**src/voxel_aggregation_walker_step_unit_defines.svh**
```systemverilog
// assertion macros for the voxel aggregation walker step unit
// no dependencies; the macros expect clk and rst_n in the enclosing module
`ifndef VOXEL_AGGREGATION_WALKER_STEP_UNIT_DEFINES_SVH
`define VOXEL_AGGREGATION_WALKER_STEP_UNIT_DEFINES_SVH

// same-cycle implication, off while in reset
`define VAW_ASSERT_IMP(label, ante, cons, msg) \
  label: assert property (@(posedge clk) disable iff (!rst_n) (ante) |-> (cons)) \
    else $error(msg);

// next-cycle implication, off while in reset
`define VAW_ASSERT_NXT(label, ante, cons, msg) \
  label: assert property (@(posedge clk) disable iff (!rst_n) (ante) |=> (cons)) \
    else $error(msg);

`endif

```
**src/vaw_pkg.sv**
```systemverilog
// shared types and codes for the voxel aggregation walker step unit
// no dependencies
package vaw_pkg;

  // stream widths
  localparam int IN_TDATA_W  = 40;
  localparam int OUT_TDATA_W = 24;
  localparam int KIND_W      = 3;
  localparam int CMD_W       = 1;

  // internal coordinate width, holds a stepped position and its neighbours
  localparam int CW    = 7;
  // output and queued coordinate width
  localparam int OCW   = 6;
  localparam int PT_W  = 3 * OCW;

  // commands
  localparam logic [CMD_W-1:0] CMD_MOVE   = 1'b0;
  localparam logic [CMD_W-1:0] CMD_COMMIT = 1'b1;

  // result kinds
  localparam logic [KIND_W-1:0] KIND_MOVED   = 3'd0;
  localparam logic [KIND_W-1:0] KIND_STUCK   = 3'd1;
  localparam logic [KIND_W-1:0] KIND_OUT     = 3'd2;
  localparam logic [KIND_W-1:0] KIND_ADDED   = 3'd3;
  localparam logic [KIND_W-1:0] KIND_PRESENT = 3'd4;
  localparam logic [KIND_W-1:0] KIND_EMPTY   = 3'd5;

  // respawn face axes, anything else means z
  localparam logic [1:0] AXIS_X = 2'd0;
  localparam logic [1:0] AXIS_Y = 2'd1;

  typedef enum logic [3:0] {
    ST_CLEAR,
    ST_IDLE,
    ST_MV_SCAN,
    ST_MV_LAST,
    ST_MV_EMIT,
    ST_CM_PREAD,
    ST_CM_GREAD,
    ST_CM_EMIT,
    ST_CM_EMPTY
  } vaw_state_t;

endpackage

```
**src/vaw_addr_unit.sv**
```systemverilog
// grid row address unit: maps an (x, y) pair to a z-row of the grid
// depends on vaw_pkg
module vaw_addr_unit #(
  parameter int BOUND = 15
) (
  input  logic signed [vaw_pkg::CW-1:0] x,
  input  logic signed [vaw_pkg::CW-1:0] y,
  output logic [$clog2((2*BOUND+3)*(2*BOUND+3))-1:0] row,
  output logic ok
);
  import vaw_pkg::*;

  localparam int H    = BOUND + 1;
  localparam int SIDE = 2 * BOUND + 3;
  localparam int AW   = $clog2(SIDE * SIDE);
  localparam int EW   = (AW + 1 > CW) ? AW + 1 : CW;
  localparam logic signed [EW-1:0] HS = EW'(H);

  logic signed [EW-1:0] xe;
  logic signed [EW-1:0] ye;
  logic [AW-1:0] xo;
  logic [AW-1:0] yo;

  always_comb begin
    xe  = EW'(x);
    ye  = EW'(y);
    ok  = (xe >= -HS) && (xe <= HS) && (ye >= -HS) && (ye <= HS);
    xo  = AW'(xe + HS);
    yo  = AW'(ye + HS);
    row = AW'(xo * AW'(SIDE)) + yo;
  end

endmodule

```
**config.mk**
```make
export PLATFORM = sky130hd
export DESIGN_NAME = vaw_addr_unit
export DESIGN_NICKNAME = d
export VERILOG_FILES = /design/src/voxel_aggregation_walker_step_unit_defines.svh /design/src/vaw_pkg.sv /design/src/vaw_addr_unit.sv
export SDC_FILE = /design/constraint.sdc
export NUM_CORES = 1
export LEC_CHECK = 0
export ABC_AREA = 0
export BUFFER_PORTS_ARGS = -buffer_cell sky130_fd_sc_hd__clkbuf_2
export CORE_MARGIN = 3
export CORE_UTILIZATION = 50
export DETAILED_ROUTE_END_ITERATION = 10
export GPL_TIMING_DRIVEN = 0
export PLACE_DENSITY = 0.89
export SKIP_LAST_GASP = 1
export SLEW_MARGIN = 20
export SYNTH_ARGS = -nofsm -noshare
export SYNTH_HDL_FRONTEND = slang
export SYNTH_SLANG_ARGS = --single-unit
```
**constraint.sdc**
```tcl
create_clock -name vclk -period 2.55
set_clock_uncertainty 0.2 [all_clocks]
set_input_delay 0.1275 -clock vclk [all_inputs]
set_output_delay 0.1275 -clock vclk [all_outputs]
set_load 0.01 [all_outputs]
```
# Word-level counts from Yosys, hierarchy flattened

Index checks and enable logic that the tools add are counted.

Register bits: 0
Input bits: 14
Output and inout bits: 12
Word-level logic and storage cells: 11

Add/subtract/negate cells: 3
$mul: 1
$lt $le $gt $ge: 4
Reductions and logical operators: 3

Operators with widths:

| kind                 | number |
|---|---|
| $add 7x6->8 const B  | 2 |
| $ge 7x5->1 const B   | 2 |
| $le 7x6->1 const B   | 2 |
| $add 11x11->11       | 1 |
| $mul 8x7->11 const B | 1 |
| $logic_and 1x1->1    | 3 |

# Depth between registers and ports, before layout

Depth in word-level cells: 4
Depth in mapped cells: 12
Mapped depth without buffers: 12

# Worst setup path after synthesis

OpenSTA, ideal clock, no wires.

Path kind: input-to-output
Start point: input port x[4] (netlist bit)
End point: output port row[10]
Data arrival time: 2540 ps
Data required time: 2223 ps
Slack: -317 ps
Cell stages on the path: 10
Buffers on the path: 0
Path through: ha_1 ha_1 ha_1 ha_1 fa_1 ha_1 o21ai_0 o21ai_1 a31oi_1 xnor2_1

Longest elaborated chain between the ends: 3

Ends and longest elaborated chain:

| element         | RTL line            | source |
|---|---|---|
| start, declared | vaw_addr_unit.sv:6  | `input logic signed [vaw_pkg::CW-1:0] x,` |
| $add 7x6->8     | vaw_addr_unit.sv:28 | `xo = AW'(xe + HS);` |
| $mul 8x7->11    | vaw_addr_unit.sv:30 | `row = AW'(xo * AW'(SIDE)) + yo;` |
| $add 11x11->11  | vaw_addr_unit.sv:30 |  |
| end, declared   | vaw_addr_unit.sv:8  | `output logic [$clog2((2*BOUND+3)*(2*BOUND+3))-1:0] row,` |

No other way between the ends.

# Final worst setup path

Ends and elaborated chain as after synthesis.

==> metrics.log <==
INFO  metric outcome = finished with violations
INFO  metric failed_checks = setup timing
INFO  metric top_level_ports = 26
INFO  metric routed_wl = 3.06 mm
INFO  metric setup_ws = -0.506 ns
INFO  metric sequential_cell_area = 0 sq um
INFO  metric mostFrequentLayoutCells = sky130_fd_sc_hd__inv_1, sky130_fd_sc_hd__ha_1, sky130_fd_sc_hd__ha_4, sky130_fd_sc_hd__clkbuf_2
INFO  metric placed_cells_incl_taps = 148
INFO  metric dieArea = 2320 sq um
INFO  metric die_x = 48.2 um
INFO  metric power_per_cell_area = 571 nW/um^2
INFO  metric antennaDiodeCount = 0
INFO  metric synthesis.instances = 98
INFO  metric setup_violations = 5
INFO  metric post_synth_main_area_contributors = sky130_fd_sc_hd__ha_1, sky130_fd_sc_hd__fa_1, sky130_fd_sc_hd__xnor2_1
INFO  metric mostFrequentLayoutCell = sky130_fd_sc_hd__inv_1
INFO  metric row_count = 14
INFO  metric grt_antenna_before_repair = 0
INFO  metric fraction_of_layout_instances_using_a_drive_strength_above_1 = 51.5%
INFO  metric grt_pass1_vias = 886
INFO  metric dr_total_vias = 924
INFO  metric timing.setup.critical_path_class = input pin to output pin
INFO  metric rsz0062_at_grt = yes
INFO  metric final_critical_path_required_period = 3.06 ns
INFO  metric hold_path_startpoint = y[0]
INFO  metric synth_warnings = 0
INFO  metric worstSetupEndpointType = output pin
INFO  metric data_required_time_of_the_worst_path = 2.22 ns
INFO  metric power_leakage = 0.682 nW
INFO  metric drt_pass_1_iters = 4
INFO  metric sequential_cell_total = 0
INFO  metric remaining_drc_errors = 0
INFO  metric avgSynthCellArea = 9.09 sq um
INFO  metric yosys.area.top_type = sky130_fd_sc_hd__ha_1
INFO  metric post-route-cell-area = 1460 sq um
INFO  metric final_hold_vios = 0
INFO  metric max_freq = 327 MHz
INFO  metric drt.antenna.violating_nets = 0
INFO  metric fin_crit_sh = 120%
INFO  metric viasPerCell = 5.92
INFO  metric global_route_usage_over_all_layers = 22.1%
INFO  metric dpl.hpwl = 1.76 mm
INFO  metric placed_area = 1180 sq um
INFO  metric max_cap_viol_count = 0
INFO  metric timing.setup.tns = -1.49 ns
INFO  metric critical_path.startpoint_type = input pin
INFO  metric detail_route.iter0.violations = 24
INFO  metric whs_endpoint = row[0]
INFO  metric portBuffers = 26
INFO  metric worst-path-max-fanout = 4
INFO  metric place.gp.congestion = 0.769
INFO  metric maxSlewViolCount = 0
INFO  metric critical_path_arrival = 2.73 ns
INFO  metric synth.lib_cells_used.distinct = 22
INFO  metric grt_start_max_net_pins = 6
INFO  metric yosysTopAreaCellShare = 44.9%
INFO  metric fp.coreArea = 1590 sq um
INFO  metric hold-path-cell-count = 3
INFO  metric synthToLayoutAreaGrowth = 64.3%
INFO  metric avgRoutedWirePerCell = 19.6 um
INFO  metric global_route.overflow_total = 0
INFO  metric mappedNetlistNets = 149
INFO  metric clock_tree_buffer_count_of_the_final_layout = 0
INFO  metric worst_min_path_class = input pin to output pin
INFO  metric finish.cell_count_without_fillers = 156
INFO  metric start_util = 55.9%
INFO  metric netlist_area_before_placement = 891 sq um
INFO  metric grt_pass1_wl = 3.70 mm
INFO  metric total_power = 0.836 mW
INFO  metric timing_worst_slew_pin_value = 0.492 ns
INFO  metric seq_area_frac_synth = 0%
INFO  metric cts.hold.buffers_added = 0
INFO  metric chipHeight = 48.2 um
INFO  metric worst_slew_margin_rel = 66.9%
INFO  metric design.final.nets = 185
INFO  metric max-vdd-ir-drop = 0.478 mV
[final cells by class]
cell class                      instances  area (sq um)
Multi-Input combinational cell         78          1100
Timing Repair Buffer                   34           263
Fill cell                              54           130
Inverter                               20          75.1
Tap cell                               24          30.0
[Yosys cell counts, drive strengths merged]
cell type	number
o21bai	2
a21o	2
a31oi	1
fa	5
ha	32
nand3	1
a2111oi	1
xnor2	10
a22oi	1
o21ai	5
a211oi	2
a21oi	5
nor4	3
nor3	1
xor2	1
nand2b	2
a221oi	3
inv	20
a21boi	1
[layer usage]
layer | track usage (%) | wire length [um] | up-vias | part of all wire [%]
met5 | 0 | 0 | - | 0
met1 | 26.5 | 1220 | 446 | 40
met2 | 41.1 | 1590 | 50 | 52
met3 | 2.58 | 202 | 8 | 6.6
met4 | 5.38 | 54 | 0 | 1.8
li1 | - | - | 420 | -
[how the worst max path moves through the flow]
stage | from | endpoint | slack [ns] | cells past startpoint
floorplan | y[4] | row[10] | -0.03 | 10
global placement | y[4] | row[9] | -0.41 | 13
detailed placement | y[4] | row[9] | -0.48 | 13
CTS | x[5] | row[10] | -0.33 | 12
global route | y[6] | row[10] | -0.65 | 14
finish | x[4] | row[10] | -0.51 | 12
[power breakdown]
| part | leakage [nW] | total, mW | internal [mW] | switching (mW) |
|---|---|---|---|---|
| combinational | 0.682 | 0.836 | 0.421 | 0.415 |
| clock | 0 | 0 | 0 | 0 |
| sequential | 0 | 0 | 0 | 0 |
| total | 0.682 | 0.836 | 0.421 | 0.415 |
[critical path: stages]
cell	delay, ns
sky130_fd_sc_hd__clkbuf_16	0.13
sky130_fd_sc_hd__ha_4	0.16
sky130_fd_sc_hd__ha_4	0.24
sky130_fd_sc_hd__ha_4	0.27
sky130_fd_sc_hd__ha_4	0.19
sky130_fd_sc_hd__fa_1	0.49
sky130_fd_sc_hd__ha_4	0.22
sky130_fd_sc_hd__nor3_4	0.19
sky130_fd_sc_hd__o21ai_1	0.11
sky130_fd_sc_hd__a31oi_1	0.30
sky130_fd_sc_hd__xnor2_1	0.16
sky130_fd_sc_hd__buf_2	0.15
[kinds of logic after synthesis]
family,count (synthesis),synth area share (%)
adders and majority gates,37,56.2
AOI/OAI and AO/OA,23,18.3
xor gates and xnor gates,11,10.8
buffers and inverters,20,8.43
and+or+nand+nor,7,6.32
[per-stage QoR]
step | setup slack (ns) | hold slack (ns) | util, %
after floorplan | -0.0269 | 0.115 | -
after global placement | -0.407 | 0.384 | 74.0
after detailed placement | -0.476 | 0.402 | 74.0
after CTS | -0.335 | 0.410 | 87.1
after global routing | -0.650 | 0.431 | 91.8
final | -0.506 | 0.407 | 91.8
[what timing repair did]
action	in CTS	in global routing
setup endpoints to repair	5	5
setup buffers	6	3
resized for setup	27	17
pin swaps	23	20
No activity file was read; power rests on OpenSTA's default activity.
